### src/rtl/core/cmq_pkg.sv
// Shared types and constants of the closable message ring queue.
`default_nettype none

package cmq_pkg;

    // Function codes of an input item.
    localparam logic [1:0] FUNC_SEND  = 2'd0;
    localparam logic [1:0] FUNC_RECV  = 2'd1;
    localparam logic [1:0] FUNC_CLOSE = 2'd2;

    // Status codes of a result.
    localparam logic [1:0] STAT_OK     = 2'd0;
    localparam logic [1:0] STAT_FULL   = 2'd1;
    localparam logic [1:0] STAT_EMPTY  = 2'd2;
    localparam logic [1:0] STAT_CLOSED = 2'd3;

    // Carrier widths of the command word; they cover the largest queue geometry.
    localparam int SLOT_IDX_W = 10;
    localparam int MEM_ADDR_W = 16;
    localparam int OFS_W      = 6;

    // Receive buffer sizes above this value act as this value.
    localparam logic [6:0] RECV_CAP = 7'd64;

    typedef enum logic [1:0] {
        CMD_RESULT = 2'b01,
        CMD_RECV   = 2'b10
    } cmd_kind_t;

    // One command from the front part to the back part.
    typedef struct packed {
        cmd_kind_t               kind;
        logic [1:0]              status;
        logic [OFS_W-1:0]        length;
        logic                    byte_we;
        logic [MEM_ADDR_W-1:0]   byte_addr;
        logic [7:0]              byte_data;
        logic                    len_we;
        logic [SLOT_IDX_W-1:0]   slot;
        logic [OFS_W-1:0]        cap;
    } cmd_t;

    // One result item as it sits in the output register.
    typedef struct packed {
        logic [1:0]       status;
        logic [7:0]       out_byte;
        logic             byte_valid;
        logic [OFS_W-1:0] length;
        logic             last;
    } res_t;

endpackage

`default_nettype wire

### src/rtl/core/cmq_cmd_fifo.sv
// Short command queue between the front and back parts.
`default_nettype none

module cmq_cmd_fifo
    import cmq_pkg::*;
#(
    parameter int DEPTH = 4
)
(
    input  wire logic  clk,
    input  wire logic  rst_n,
    input  wire cmd_t  push_cmd,
    input  wire logic  push_valid,
    output logic       push_ready,
    output cmd_t       pop_cmd,
    output logic       pop_valid,
    input  wire logic  pop_ready
);

    localparam int PTR_W = (DEPTH > 1) ? $clog2(DEPTH) : 1;
    localparam int CNT_W = $clog2(DEPTH + 1);

    cmd_t              entry_reg [DEPTH];
    logic [PTR_W-1:0]  wr_ptr_reg, wr_ptr_next;
    logic [PTR_W-1:0]  rd_ptr_reg, rd_ptr_next;
    logic [CNT_W-1:0]  cnt_reg, cnt_next;
    logic              do_push, do_pop;

    assign push_ready = (cnt_reg != CNT_W'(DEPTH));
    assign pop_valid  = (cnt_reg != '0);
    assign pop_cmd    = entry_reg[rd_ptr_reg];
    assign do_push    = push_valid && push_ready;
    assign do_pop     = pop_valid && pop_ready;

    always_comb
    begin
        wr_ptr_next = wr_ptr_reg;
        rd_ptr_next = rd_ptr_reg;
        if (do_push)
        begin
            wr_ptr_next = (wr_ptr_reg == PTR_W'(DEPTH - 1)) ? '0 : wr_ptr_reg + PTR_W'(1);
        end
        if (do_pop)
        begin
            rd_ptr_next = (rd_ptr_reg == PTR_W'(DEPTH - 1)) ? '0 : rd_ptr_reg + PTR_W'(1);
        end
        cnt_next = cnt_reg + CNT_W'(do_push) - CNT_W'(do_pop);
    end

    always_ff @(posedge clk)
    begin
        if (do_push)
        begin
            entry_reg[wr_ptr_reg] <= push_cmd;
        end
    end

    always_ff @(posedge clk or negedge rst_n)
    begin
        if (!rst_n)
        begin
            wr_ptr_reg <= '0;
            rd_ptr_reg <= '0;
            cnt_reg    <= '0;
        end
        else
        begin
            wr_ptr_reg <= wr_ptr_next;
            rd_ptr_reg <= rd_ptr_next;
            cnt_reg    <= cnt_next;
        end
    end

endmodule

`default_nettype wire

### config.mk
export PLATFORM = sky130hd
export DESIGN_NAME = cmq_cmd_fifo
export DESIGN_NICKNAME = d
export VERILOG_FILES = /design/src/rtl/core/cmq_pkg.sv /design/src/rtl/core/cmq_cmd_fifo.sv
export SDC_FILE = /design/constraint.sdc
export NUM_CORES = 1
export LEC_CHECK = 0
export BUFFER_PORTS_ARGS = -buffer_cell sky130_fd_sc_hd__buf_2
export CORE_MARGIN = 8
export CORE_UTILIZATION = 57
export CTS_CLUSTER_DIAMETER = 40
export DETAILED_ROUTE_END_ITERATION = 6
export PLACE_DENSITY = 0.79
export REMOVE_ABC_BUFFERS = 1
export SYNTH_ARGS = -nofsm -noshare
export SYNTH_HDL_FRONTEND = slang
export SYNTH_SLANG_ARGS = --single-unit
### constraint.sdc
create_clock -name clk -period 2.4 [get_ports clk]
set_input_delay 0.48 -clock clk [delete_from_list [all_inputs] [get_ports clk]]
set_output_delay 0.48 -clock clk [all_outputs]
set_load 0.01 [all_outputs]
==> flow_metrics.tcl <==
set metrics [dict create \
    yosys.area_share.adder_pct 1.36 \
    fin_nets 524 \
    numCtsBuffers 28 \
    worstPathArrival_ns 1.97 \
    tightest_slew_ns 0.409 \
    synth-simple-area-share_pct 0.868 \
    vias_per_cell 5.69 \
    first_pass_iters 4 \
    ys_ff_latch 215 \
    crit_top_cell "buf_12" \
    clk_pin_slew_ns 0.06 \
    hold_slack_ns 0.179 \
    min_period_ns 2.45 \
    drc 0 \
    grt_usage_pct 17.1 \
    cts_tree "yes" \
    worstSkewPairLatency_ns 0.51 \
    drive_gt1_share_pct 51.0 \
    synthXorXnorAreaFrac_pct 0.221 \
    ys_seq_area_share_pct 80.9 \
    drv_cap 0 \
    path_class "reg2out" \
    finalCritPeriodShare_pct 102 \
    die_w_um 134 \
    critPathRequiredTime_ns 1.92 \
    min_path_type "in2reg" \
    via_count 3764 \
    num_rows 43 \
    io_pins 110 \
    synth-compound-area-share_pct 0 \
    yosysUniqueCellTypes 19 \
    die_h_um 134 \
    clockBufferDepth 3 \
    synthMuxAreaShare_pct 15.4 \
    portBuffers 109 \
    setup_violations 16 \
    grt-ovfl-total 0 \
    wl_per_cell_um 24.2 \
    netlist_instances 310 \
    cp_top_family "multiplexers" \
    gp_congestion 0.735 \
    dieArea_um2 17900 \
    synth_top_area_share_pct 78.7 \
    start_kind "register" \
    fmax_mhz 408 \
    initial_utilization_pct 57.8 \
    clock-skew-final_ns 0.0171 \
    power_density_nw_per_um2 1360 \
    path_cells "buf_12 -> buf_12 -> mux4_2 -> buf_6" \
    irDropWorstVdd_v 0.000972 \
    drt_iter0_markers 182 \
    synth_area_leaders "edfxtp_1, mux4_2, dfrtp_1" \
    antenna_cells 0 \
    power.static_leakage_nw 3.60 \
    wirelength_mm 16.0 \
    nFillCells 794 \
    slew_headroom_pct 72.7 \
    status "complete, but fails checks" \
    core-area_um2 13700 \
    ys_warn_count 0 \
    grt_max_degree 30 \
    synth_area_leader_cell "edfxtp_1" \
    cp_slowest_cell "mux4_2" \
    grt_antenna_before_repair 1 \
    largest_register_ffs 208 \
    grt_pass1_wl_mm 23.3 \
    antenna_left 0 \
    slew_violations 0 \
    setup.worst_path.end_class "output pin" \
    htreeDepth 1 \
    setup_ws_ns -0.0534 \
    crit_fanout 10 \
    hpwl_mm 8.98 \
    power_w 0.0138 \
    synth.avg_cell_area_um2 25.6 \
    cts-root-buf "clkbuf_16" \
    first_global_vias 4162 \
    cpPeakStageDelay_ns 0.57 \
    syn-cell-area_um2 7930 \
    cts_sinks 215 \
    synth_top_family_by_area "multiplexers" \
    rsz0062_at_grt "yes" \
    path_buf_inv 3 \
    violations "negative setup slack" \
    area_delta_synth_final_pct 27.5 \
    final_hold_viol_count 0 \
]
## layout make-up
class	count	area, µm²	share of cell area (%)
Clock buffer	33	751	7.42
Clock inverter	19	223	2.20
Inverter	7	26.3	0.260
Multi-Input combinational cell	76	1420	14.1
Sequential cell	215	6430	63.5
Tap cell	180	225	2.23
Timing Repair Buffer	132	1040	10.3
## cell usage after synthesis, drive strengths merged
cell,count
mux2,4
xnor2,2
or3b,1
inv,7
buf,11
clkbuf,1
dfrtp,7
edfxtp,208
nor2,2
and2,1
or3,1
ha,7
fa,1
nand2,1
mux4,52
and3,4
## power by group
| part | switching (W) | internal (W) | leakage (nW) |
|---|---|---|---|
| sequential | 0.000234 | 0.00498 | 1.99 |
| clock | 0.00160 | 0.00262 | 0.473 |
| combinational | 0.00205 | 0.00231 | 1.14 |
## per-stage QoR
step / std cells / util, % / area, µm² / setup slack [ns] / setup TNS, ns
2_1_floorplan: 298 / - / 7870 / -0.926 / -49.34
3_3_place_gp: 601 / 64.1 / 8800 / 0.120 / 0
6_report: 662 / 73.7 / 10100 / -0.0534 / -0.233
4_1_cts: 656 / 72.4 / 9930 / -0.0703 / -1.21
3_5_place_dp: 601 / 64.1 / 8800 / 0.0737 / 0
5_1_grt: 662 / 73.7 / 10100 / -0.118 / -2.56
## repair_timing
| item | 4_1_cts | 5_1_grt |
|---|---|---|
| buffers inserted | 2 | 4 |
| cloned | 0 | 2 |
| setup endpoints to repair | 45 | 52 |
| hold buffers | 1 | 0 |
| endpoints found under the hold margin | 7 | 0 |
| gates resized for setup | 22 | 17 |
| pin swaps | 0 | 2 |
## logic make-up after synthesis
group / count (synthesis)
muxes: 56
adders and majority gates: 8
xor gates and xnor gates: 2
DFF: 215
and+or+nand+nor: 10
buffers and inverters: 19
## cells in the final DEF (no fill, tap or decap), types with 3 or more instances in the layout
cell,n
clkinvlp_4,3
and3_2,4
clkbuf_16,31
bufinv_16,3
ha_1,7
inv_6,7
dfrtp_1,5
clkbuf_1,3
edfxtp_1,208
buf_6,35
inv_8,3
mux4_2,52
inv_1,7
buf_4,13
buf_2,75
clkinv_2,3
buf_12,5
## worst paths after layout
kind,depth (start not counted),end,start,slack [ns]
setup / recovery,4,pop_cmd[20],rd_ptr_reg[0],-0.05
min in group asynchronous,2,cnt_reg[1],rst_n,0.34
hold / removal,1,entry_reg[1][32],push_cmd[32],0.18
hold reg to reg,1,cnt_reg[2],cnt_reg[2],0.50
max in group asynchronous,2,rd_ptr_reg[0],rst_n,1.87
setup reg to reg,10,cnt_reg[2],cnt_reg[0],0.11
## layer usage
layer	vias to the layer above	GRT usage (%)	share of wire, %
met3	35	4.26	7.0
li1	1631	-	-
met4	2	5.68	2.3
met1	1954	21.3	40
met5	-	0	0.081
met2	142	28.8	51
Power figures use the tool's default switching activity.
