<file path="config.mk">
export PLATFORM = sky130hd
export DESIGN_NAME = cmq_front_flat
export DESIGN_NICKNAME = d
export VERILOG_FILES = /design/src/rtl/core/cmq_pkg.sv /design/src/rtl/core/cmq_if.sv /design/src/rtl/core/cmq_front.sv /design/src/flat_wrapper.sv
export SDC_FILE = /design/constraint.sdc
export NUM_CORES = 1
export LEC_CHECK = 0
export BUFFER_PORTS_ARGS = -buffer_cell sky130_fd_sc_hd__buf_4
export CORE_UTILIZATION = 47
export CTS_CLUSTER_DIAMETER = 200
export CTS_CLUSTER_SIZE = 10
export DETAILED_ROUTE_END_ITERATION = 6
export HOLD_SLACK_MARGIN = 0.05
export PLACE_DENSITY = 0.77
export REMOVE_ABC_BUFFERS = 1
export SYNTH_ARGS = -nofsm -noshare
export SYNTH_HDL_FRONTEND = slang
export SYNTH_SLANG_ARGS = --single-unit
</file>
<file path="constraint.sdc">
create_clock -name clk -period 3.8 [get_ports clk]
set_input_delay 0.38 -clock clk [delete_from_list [all_inputs] [get_ports clk]]
set_output_delay 0.38 -clock clk [all_outputs]
set_load 0.005 [all_outputs]
</file>
<file path="src/rtl/core/cmq_pkg.sv">
// Shared types and constants of the closable message ring queue.
`default_nettype none

package cmq_pkg;

    // Function codes of an input item.
    localparam logic [1:0] FUNC_SEND  = 2'd0;
    localparam logic [1:0] FUNC_RECV  = 2'd1;
    localparam logic [1:0] FUNC_CLOSE = 2'd2;

    // Status codes of a result.
    localparam logic [1:0] STAT_OK     = 2'd0;
    localparam logic [1:0] STAT_FULL   = 2'd1;
    localparam logic [1:0] STAT_EMPTY  = 2'd2;
    localparam logic [1:0] STAT_CLOSED = 2'd3;

    // Carrier widths of the command word; they cover the largest queue geometry.
    localparam int SLOT_IDX_W = 10;
    localparam int MEM_ADDR_W = 16;
    localparam int OFS_W      = 6;

    // Receive buffer sizes above this value act as this value.
    localparam logic [6:0] RECV_CAP = 7'd64;

    typedef enum logic [1:0] {
        CMD_RESULT = 2'b01,
        CMD_RECV   = 2'b10
    } cmd_kind_t;

    // One command from the front part to the back part.
    typedef struct packed {
        cmd_kind_t               kind;
        logic [1:0]              status;
        logic [OFS_W-1:0]        length;
        logic                    byte_we;
        logic [MEM_ADDR_W-1:0]   byte_addr;
        logic [7:0]              byte_data;
        logic                    len_we;
        logic [SLOT_IDX_W-1:0]   slot;
        logic [OFS_W-1:0]        cap;
    } cmd_t;

    // One result item as it sits in the output register.
    typedef struct packed {
        logic [1:0]       status;
        logic [7:0]       out_byte;
        logic             byte_valid;
        logic [OFS_W-1:0] length;
        logic             last;
    } res_t;

endpackage

`default_nettype wire

</file>
<file path="src/rtl/core/cmq_if.sv">
// Valid/ready channel interfaces for the request and response sides.
`default_nettype none

interface cmq_req_if;
    logic       valid;
    logic       ready;
    logic [1:0] func;
    logic [7:0] data_byte;
    logic       end_of_message;
    logic [6:0] buf_size;

    modport source (output valid, func, data_byte, end_of_message, buf_size, input ready);
    modport sink   (input valid, func, data_byte, end_of_message, buf_size, output ready);
endinterface


`default_nettype wire

</file>
<file path="src/rtl/core/cmq_front.sv">
// Front part: accepts items, keeps the queue bookkeeping and issues commands.
`default_nettype none

module cmq_front
    import cmq_pkg::*;
#(
    parameter int QUEUE_SLOTS       = 16,
    parameter int MAX_MESSAGE_BYTES = 63
)
(
    input  wire logic   clk,
    input  wire logic   rst_n,
    cmq_req_if.sink     req,
    output cmd_t        cmd,
    output logic        cmd_valid,
    input  wire logic   cmd_ready
);

    localparam int SLOT_W = (QUEUE_SLOTS > 1) ? $clog2(QUEUE_SLOTS) : 1;
    localparam int FILL_W = $clog2(QUEUE_SLOTS + 1);

    logic [SLOT_W-1:0] head_reg, head_next;
    logic [SLOT_W-1:0] tail_reg, tail_next;
    logic [FILL_W-1:0] fill_reg, fill_next;
    logic              closed_reg, closed_next;
    logic [OFS_W-1:0]  wofs_reg, wofs_next;
    logic              skip_reg, skip_next;

    logic              accept;
    logic              ends;
    logic              store;
    logic [OFS_W-1:0]  new_ofs;
    logic [6:0]        bs_cap;

    assign req.ready = cmd_ready;
    assign cmd_valid = req.valid;
    assign accept    = req.valid && cmd_ready;

    assign ends    = req.end_of_message || (req.data_byte == 8'd0);
    assign store   = (req.data_byte != 8'd0) && (wofs_reg < OFS_W'(MAX_MESSAGE_BYTES));
    assign new_ofs = wofs_reg + OFS_W'(store);
    assign bs_cap  = (req.buf_size > RECV_CAP) ? RECV_CAP : req.buf_size;

    always_comb
    begin
        head_next   = head_reg;
        tail_next   = tail_reg;
        fill_next   = fill_reg;
        closed_next = closed_reg;
        wofs_next   = wofs_reg;
        skip_next   = skip_reg;

        cmd.kind      = CMD_RESULT;
        cmd.status    = STAT_OK;
        cmd.length    = '0;
        cmd.byte_we   = 1'b0;
        cmd.byte_addr = MEM_ADDR_W'(MEM_ADDR_W'(tail_reg) * MEM_ADDR_W'(MAX_MESSAGE_BYTES)
                        + MEM_ADDR_W'(wofs_reg));
        cmd.byte_data = req.data_byte;
        cmd.len_we    = 1'b0;
        cmd.slot      = SLOT_IDX_W'(tail_reg);
        cmd.cap       = OFS_W'(bs_cap - 7'd1);

        case (req.func)
            FUNC_SEND:
            begin
                if (closed_reg)
                begin
                    wofs_next  = '0;
                    skip_next  = 1'b0;
                    cmd.status = STAT_CLOSED;
                end
                else if (skip_reg)
                begin
                    // Tail of a truncated message: consume until it ends.
                    if (ends)
                    begin
                        skip_next = 1'b0;
                    end
                end
                else if (fill_reg == FILL_W'(QUEUE_SLOTS))
                begin
                    wofs_next  = '0;
                    cmd.status = STAT_FULL;
                end
                else
                begin
                    cmd.byte_we = store;
                    if (ends || (new_ofs >= OFS_W'(MAX_MESSAGE_BYTES)))
                    begin
                        skip_next  = !ends;
                        cmd.length = new_ofs;
                        cmd.len_we = 1'b1;
                        tail_next  = (tail_reg == SLOT_W'(QUEUE_SLOTS - 1)) ? '0
                                     : tail_reg + SLOT_W'(1);
                        fill_next  = fill_reg + FILL_W'(1);
                        wofs_next  = '0;
                    end
                    else
                    begin
                        wofs_next = new_ofs;
                    end
                end
            end
            FUNC_RECV:
            begin
                if (req.buf_size == 7'd0)
                begin
                    cmd.status = STAT_OK;
                end
                else if (fill_reg == '0)
                begin
                    cmd.status = closed_reg ? STAT_CLOSED : STAT_EMPTY;
                end
                else
                begin
                    cmd.kind  = CMD_RECV;
                    cmd.slot  = SLOT_IDX_W'(head_reg);
                    head_next = (head_reg == SLOT_W'(QUEUE_SLOTS - 1)) ? '0
                                : head_reg + SLOT_W'(1);
                    fill_next = fill_reg - FILL_W'(1);
                end
            end
            FUNC_CLOSE:
            begin
                closed_next = 1'b1;
            end
            default:
            begin
                cmd.status = STAT_OK;
            end
        endcase
    end

    always_ff @(posedge clk or negedge rst_n)
    begin
        if (!rst_n)
        begin
            head_reg   <= '0;
            tail_reg   <= '0;
            fill_reg   <= '0;
            closed_reg <= 1'b0;
            wofs_reg   <= '0;
            skip_reg   <= 1'b0;
        end
        else if (accept)
        begin
            head_reg   <= head_next;
            tail_reg   <= tail_next;
            fill_reg   <= fill_next;
            closed_reg <= closed_next;
            wofs_reg   <= wofs_next;
            skip_reg   <= skip_next;
        end
    end

    a_fill_bound: assert property (@(posedge clk) disable iff (!rst_n)
        fill_reg <= FILL_W'(QUEUE_SLOTS))
        else $error("fill count exceeds the number of slots");

    a_ofs_bound: assert property (@(posedge clk) disable iff (!rst_n)
        wofs_reg < OFS_W'(MAX_MESSAGE_BYTES))
        else $error("write offset reached the message limit without a commit");

    a_closed_sticky: assert property (@(posedge clk) disable iff (!rst_n)
        closed_reg |=> closed_reg)
        else $error("closed queue reopened");

endmodule

`default_nettype wire

</file>
<file path="src/flat_wrapper.sv">
// flat-port wrapper written by rule: the top's interface ports become plain ports
module cmq_front_flat import cmq_pkg::*;
#(
    parameter int QUEUE_SLOTS       = 16,
    parameter int MAX_MESSAGE_BYTES = 63
)
  (clk, rst_n, cmd, cmd_valid, cmd_ready, req_valid, req_func, req_data_byte, req_end_of_message, req_buf_size, req_ready);
  cmq_req_if req_i ();
  input  wire logic clk;
  input  wire logic rst_n;
  output cmd_t cmd;
  output logic cmd_valid;
  input  wire logic cmd_ready;
  input wire logic [$bits(req_i.valid)-1:0] req_valid;
  input wire logic [$bits(req_i.func)-1:0] req_func;
  input wire logic [$bits(req_i.data_byte)-1:0] req_data_byte;
  input wire logic [$bits(req_i.end_of_message)-1:0] req_end_of_message;
  input wire logic [$bits(req_i.buf_size)-1:0] req_buf_size;
  output wire logic [$bits(req_i.ready)-1:0] req_ready;
  assign req_i.valid = req_valid;
  assign req_i.func = req_func;
  assign req_i.data_byte = req_data_byte;
  assign req_i.end_of_message = req_end_of_message;
  assign req_i.buf_size = req_buf_size;
  assign req_ready = req_i.ready;
  cmq_front #(.QUEUE_SLOTS(QUEUE_SLOTS), .MAX_MESSAGE_BYTES(MAX_MESSAGE_BYTES)) u_core (.clk(clk), .rst_n(rst_n), .req(req_i), .cmd(cmd), .cmd_valid(cmd_valid), .cmd_ready(cmd_ready));
endmodule
</file>
==> impl_metrics.ini, run 1 <==
[outcome]
status = finished with violations
violations = setup timing

[drt]
drt-vias-per-instance = 5.26
postRouteAntennaNets = 0
vias = 2155
first_pass_iters = 4
drt_iter0_drc = 175
routed_wl_mm = 5.28
routedWlPerCell_um = 12.9
route.detailed.drc = 0

[synth]
yosysSeqAreaShare = 0.215
netlist.area_leader.share = 0.215
async_flop_share = 1.00
yosys.area.top_type = dfrtp_1
synthTopCellsByArea = dfrtp_1 (22%), ha_1 (14%), fa_1 (9.0%)
synth.most_common_cell = inv_1
yosysWarningCount = 0
synth_edf_count = 0
ys_types = 46
synth.cell_area_um2 = 2440
ys_top_cells_by_count = inv_1 (29), ha_1 (28), buf_4 (21), dfrtp_1 (21), nand2_1 (21)
synthFlopType = dfrtp_1
avgSynthCellArea_um2 = 8.78
synth_cells = 278
ys_seq_elements = 21

[critical_path]
max_stage_delay_ps = 610
crit_fanout = 3
startpoint_type = flip-flop
path_class = flip-flop to output pin
r2r_setup_slack_ps = 670
cp_top_family = adder cells
cp-end-kind = output pin
cp_data_required_time_ps = 3420
cp.arrival_ps = 3440
crit_chain = fa_2 -> buf_4 -> fa_2 -> fa_1 -> ha_2 -> or4_4 -> o21ai_4 -> xnor2_1 -> buf_4
crit_slowest_cell = fa_2
path_buf_inv = 2

[power]
internal_power_mw = 1.21
leakage_nw = 1.50
p_sw_frac = 0.409
seqPwrFrac = 0.169
switchingPower_uw = 838
p_comb_frac = 0.758
power_density_nw_per_um2 = 667
max-vdd-ir-drop_uv = 632
finalPower_mw = 2.05
clkPwrFrac = 0.072

[flow_run]
cap_violations = 0

[clock_network]
cts_tree = yes
insertion_delay_ps = 260
clk_pin_slew_ps = 80
cts_max_level = 1
cts_sinks = 21
root_buffer = clkbuf_8
cts_inserted_buffers = 3
clockBufferDepth = 2

[sta]
timing.final.crit_share = 1.01
relSlewSlack = 0.446
worst_slack_ps = -19.9
max_freq_ghz = 0.262
worst_pin_slew_ps = 828
period_needed_ps = 3820
hold_violations = 0
maxSlewViolCount = 0
skew_ps = 1.94
rsz0062_at_grt = yes
whs_ps = 423
finalSetupViolations = 1
setup_tns_ps = -19.9

[place]
dpl_cell_area_um2 = 2920
port_buffers = 64
dp.cells = 402
place_worst_setup_slack_ps = 62.1
hpwlAfterDp_mm = 4.22
place_congestion = 0.842

[die]
io_pins = 76
initial_core_util = 0.503
die_w_um = 74.1
die_h_um = 74.1
core-area_um2 = 4850
die-area_um2 = 5490
rows = 25

[final_layout]
largest_reg_flops = 6
final_nets = 405
final_util = 0.633
syn2layout_area_growth_pct = 25.7
multi_input_area_um2 = 1750
design_area_um2 = 3070
seqCellArea_um2 = 526
diodes = 0
final_layout_size_suffix_gt1_frac = 0.321
fin_cells = 410
nFillCells = 425

[global_routing]
track_usage = 0.194
grt_start_max_net_pins = 22
grt-ovfl-total = 0
grt_pass1_wl_mm = 8.31
antenna_found_initial = 0
grt_pass1_vias = 1889

[hold_path]
hold_class = primary input to flip-flop
## power groups by stage
stage / registers (mW) / clock network, mW / logic [mW]
after floorplan: 0.338 / 0 / 0.842
after global placement: 0.347 / 0 / 1.31
after detailed placement: 0.349 / 0 / 1.33
after CTS: 0.344 / 0.153 / 1.48
after global routing: 0.358 / 0.163 / 1.73
final: 0.347 / 0.148 / 1.55
## layout make-up
class                   instances  share of cell area
clock inverters                 1             0.00163
multi-input cells             215               0.569
flip-flops and latches         21               0.171
well taps                      67              0.0273
repair buffers                 74               0.182
inverters                      29              0.0355
clock buffers                   3              0.0135
## final timing paths
check,from,cells after the start,end
setup / recovery,u_core.tail_reg[1],9,cmd[33]
hold / removal,req_func[1],2,u_core.closed_reg
setup reg to reg,u_core.wofs_reg[4],9,u_core.fill_reg[2]
hold reg to reg,u_core.head_reg[3],1,u_core.head_reg[3]
max in group asynchronous,rst_n,2,u_core.tail_reg[1]
min in group asynchronous,rst_n,2,u_core.closed_reg
## logic make-up (layout without fill, tap and decap cells)
family,count (synthesis),in the layout,share of synthesized area
buf+inv,52,107,0.112
simple gates,82,82,0.180
mux,6,6,0.0297
other cells,1,11,0.00154
compound gates,59,59,0.163
flops,21,21,0.215
fa+ha+maj,39,39,0.234
xor+xnor,18,18,0.0646
## placed cells by master (no fill, tap or decap), drive strengths merged, types with 11 or more instances in the layout
cell type	n
nand2	21
fa	11
xnor2	12
buf	73
o21ai	20
conb	11
ha	28
a21oi	14
inv	29
nor2	15
nand3	11
dfrtp	21
## timing repair
item | 4_1_cts | 5_1_grt
hold buffers | 1 | 0
gates cloned | 0 | 0
endpoints found under the setup margin | 6 | 5
pin swaps | 14 | 8
endpoints found under the hold margin | 21 | 0
setup buffers | 1 | 2
resized for setup | 11 | 12
## worst reg2reg max path: stages (launching register included)
cell       delay [ps]
dfrtp_1           520
nand3_2           140
o21a_1            210
ha_1              210
ha_1              260
xnor2_1           190
a2111oi_4         590
a2111oi_2         210
nor3_4            350
mux2_4            330
## routing by layer
metal  up-vias  global-route usage  wire (um)  part of all wire
met1      1001               0.265       2370              0.45
met4         0              0.0363         22            0.0042
li1       1068                   -          -                 -
met5         -                   0          0                 0
met3         2              0.0285        314             0.059
met2        84               0.329       2570              0.49
Note: power is estimated with default switching activity, not from simulation.
==> run 2: changes to the inputs <==
--- a/config.mk
+++ b/config.mk
@@ -5,13 +5,14 @@
 export SDC_FILE = /design/constraint.sdc
 export NUM_CORES = 1
 export LEC_CHECK = 0
+export ABC_AREA = 1
 export BUFFER_PORTS_ARGS = -buffer_cell sky130_fd_sc_hd__buf_4
-export CORE_UTILIZATION = 47
+export CORE_UTILIZATION = 48
 export CTS_CLUSTER_DIAMETER = 200
 export CTS_CLUSTER_SIZE = 10
 export DETAILED_ROUTE_END_ITERATION = 6
 export HOLD_SLACK_MARGIN = 0.05
-export PLACE_DENSITY = 0.77
+export PLACE_DENSITY = 0.78
 export REMOVE_ABC_BUFFERS = 1
 export SYNTH_ARGS = -nofsm -noshare
 export SYNTH_HDL_FRONTEND = slang
==> run 2 against run 1 <==
Compared with the run above: the flow still finishes with violations (setup timing); register-to-register slack gained 720 ps; critical path depth rose by 3; setup slack worse by 39 ps; sequential power shrank 8.9%; count of clock-buffer cells in the layout unchanged; hold slack worse by 110 ps; critical path type unchanged; critical endpoint is now cmd[32]; largest power group unchanged; highest routed layer unchanged.
==> impl_metrics.ini, run 2 <==
[clock_network]
cts_max_level = 1
cts_inserted_buffers = 3
clockBufferDepth = 2
insertion_delay_ps = 260
cts_sinks = 21
root_buffer = clkbuf_8
clk_pin_slew_ps = 80
cts_tree = yes

[drt]
drt-vias-per-instance = 5.00
route.detailed.drc = 0
vias = 2476
routed_wl_mm = 5.95
drt_iter0_drc = 100
postRouteAntennaNets = 0
first_pass_iters = 4
routedWlPerCell_um = 12.0

[outcome]
status = finished with violations
violations = setup timing

[global_routing]
grt_pass1_vias = 2358
grt_pass1_wl_mm = 9.85
antenna_found_initial = 0
track_usage = 0.224
grt_start_max_net_pins = 22
grt-ovfl-total = 0

[final_layout]
diodes = 0
final_common_cell = nand2_1
syn2layout_area_growth_pct = 26.0
nFillCells = 468
fin_cells = 495
largest_reg_flops = 6
final_layout_size_suffix_gt1_frac = 0.249
final_nets = 487
final_cell_mix = nand2_1 (79), buf_4 (73), inv_1 (59)

[critical_path]
cp_num_cells = 12
crit_fanout = 4
max_stage_delay_ps = 560
cp-end-kind = output pin
r2r-start = u_core.wofs_reg[1]
crit_path_start = u_core.tail_reg[1]
r2r_setup_slack_ps = 1390
crit_slowest_cell = fa_2
cp_top_family = adder cells
worstReg2RegEnd = u_core.fill_reg[4]
path_class = flip-flop to output pin
crit_chain = fa_1 -> buf_6 -> fa_2 -> fa_1 -> ha_4 -> a21oi_4 -> nand2_2 -> a21oi_2 -> nor2_1 -> nor2_1 -> xnor2_1 -> buf_4
cp-endpoint = cmd[32]
cp_data_required_time_ps = 3420
path_buf_inv = 2
ff2ff_path_depth = 14
startpoint_type = flip-flop
cp.arrival_ps = 3480

[synth]
avgSynthCellArea_um2 = 7.26
ys_top_cells_by_count = nand2_1 (81), inv_1 (59), ha_1 (28)
ys_seq_elements = 21
synth.most_common_cell = nand2_1
async_flop_share = 1.00
synth.cell_area_um2 = 2600
synthFlopType = dfrtp_1
synthTopCellsByArea = dfrtp_1 (20%), ha_1 (13%), nand2_1 (12%)
yosysSeqAreaShare = 0.202
yosysWarningCount = 0
synth_edf_count = 0
netlist.area_leader.share = 0.202
ys_types = 32
synth_cells = 359
yosys.area.top_type = dfrtp_1

[place]
place_congestion = 0.845
dp.cells = 484
port_buffers = 64
hpwlAfterDp_mm = 4.60

[power]
max-vdd-ir-drop_uv = 249
power_density_nw_per_um2 = 239
leakage_nw = 1.84

[sta]
hold_violations = 0
period_needed_ps = 3860
finalSetupViolations = 2
maxSlewViolCount = 0
rsz0062_at_grt = yes
skew_ps = 3.42
worst_slack_ps = -59.4
max_freq_ghz = 0.259
timing.final.crit_share = 1.02
setup_tns_ps = -64.4

[hold_path]
hold_class = primary input to flip-flop
holdPathStages = 2

[die]
die_w_um = 75.7
die-area_um2 = 5730
io_pins = 76
initial_core_util = 0.504
rows = 26
die_h_um = 75.7
core-area_um2 = 5170

[flow_run]
cap_violations = 0
## run 2: worst reg2reg max path, cell delays in order (launching register included)
cell and delay [ps]:
dfrtp_1 480, nand2_1 110, inv_1 40, a31oi_1 210, ha_1 280, ha_1 230
nand3_1 90, nand2_1 90, nand2_1 90, nor2_2 130, nand3_4 120, nand3_2 150
nand3_2 140, nand2_1 100, nand2_1 50
## run 2: layout make-up
cell class	instances	area [um^2]	share of cell area
clock inverter	1	5.00	0.00152
multi-input combinational	265	1830	0.557
inverter	60	225	0.0686
clock buffer	3	41.3	0.0126
timing repair buffer	75	569	0.173
tap	70	87.6	0.0267
sequential	21	526	0.160
## run 2: metrics by stage
| step | hold WS (ps) | worst slack [ps] | utilization | cell area (um^2) | power (mW) |
|---|---|---|---|---|---|
| after floorplan | 84.4 | 194 | - | 2470 | 0.517 |
| after global placement | 274 | 176 | 0.593 | 3070 | 0.623 |
| after detailed placement | 272 | 22.8 | 0.593 | 3070 | 0.633 |
| after CTS | 310 | -29.5 | 0.627 | 3240 | 0.787 |
| after global routing | 328 | -160 | 0.635 | 3280 | 0.858 |
| final | 309 | -59.4 | 0.635 | 3280 | 0.784 |
## run 2: per-layer routing
layer	GRT usage	wire [um]	part of all wire
met1	0.257	2510	0.42
met2	0.438	3200	0.54
met3	0.0304	183	0.031
met4	0.0494	59	0.0099
met5	0	0	0
## run 2: worst min-delay path by stage
| stage | from | to | slack, ps |
|---|---|---|---|
| global placement | rst_n | u_core.wofs_reg[3] | 270 |
| detailed placement | rst_n | u_core.wofs_reg[3] | 270 |
| global route | req_func[0] | u_core.closed_reg | 330 |
| CTS | req_func[0] | u_core.closed_reg | 310 |
| floorplan | rst_n | u_core.closed_reg | 80 |
| finish | req_func[0] | u_core.closed_reg | 310 |
## run 2: what timing repair did
item	CTS	global route
pin swaps	14	8
setup buffers	6	0
hold buffers	1	0
setup endpoints to repair	4	5
gates resized for setup	15	7
endpoints found under the hold margin	21	0
## run 2: report_power, final
group          leakage [nW]  switching [mW]  internal, mW  total (mW)
logic                  1.54           0.178         0.144       0.322
clock network        0.0255          0.0731        0.0731       0.146
registers             0.274          0.0455         0.271       0.316
total                  1.84           0.296         0.488       0.784
## run 2: kinds of logic (layout without fill, tap and decap cells)
group	count (synthesis)	after routing	share of synthesized area
xor gates and xnor gates	16	16	0.0538
buffers and inverters	83	139	0.153
DFF	21	21	0.202
AOI/OAI and AO/OA	48	48	0.102
and+or+nand+nor	151	151	0.269
adders and majority gates	39	39	0.219
other	1	11	0.00144
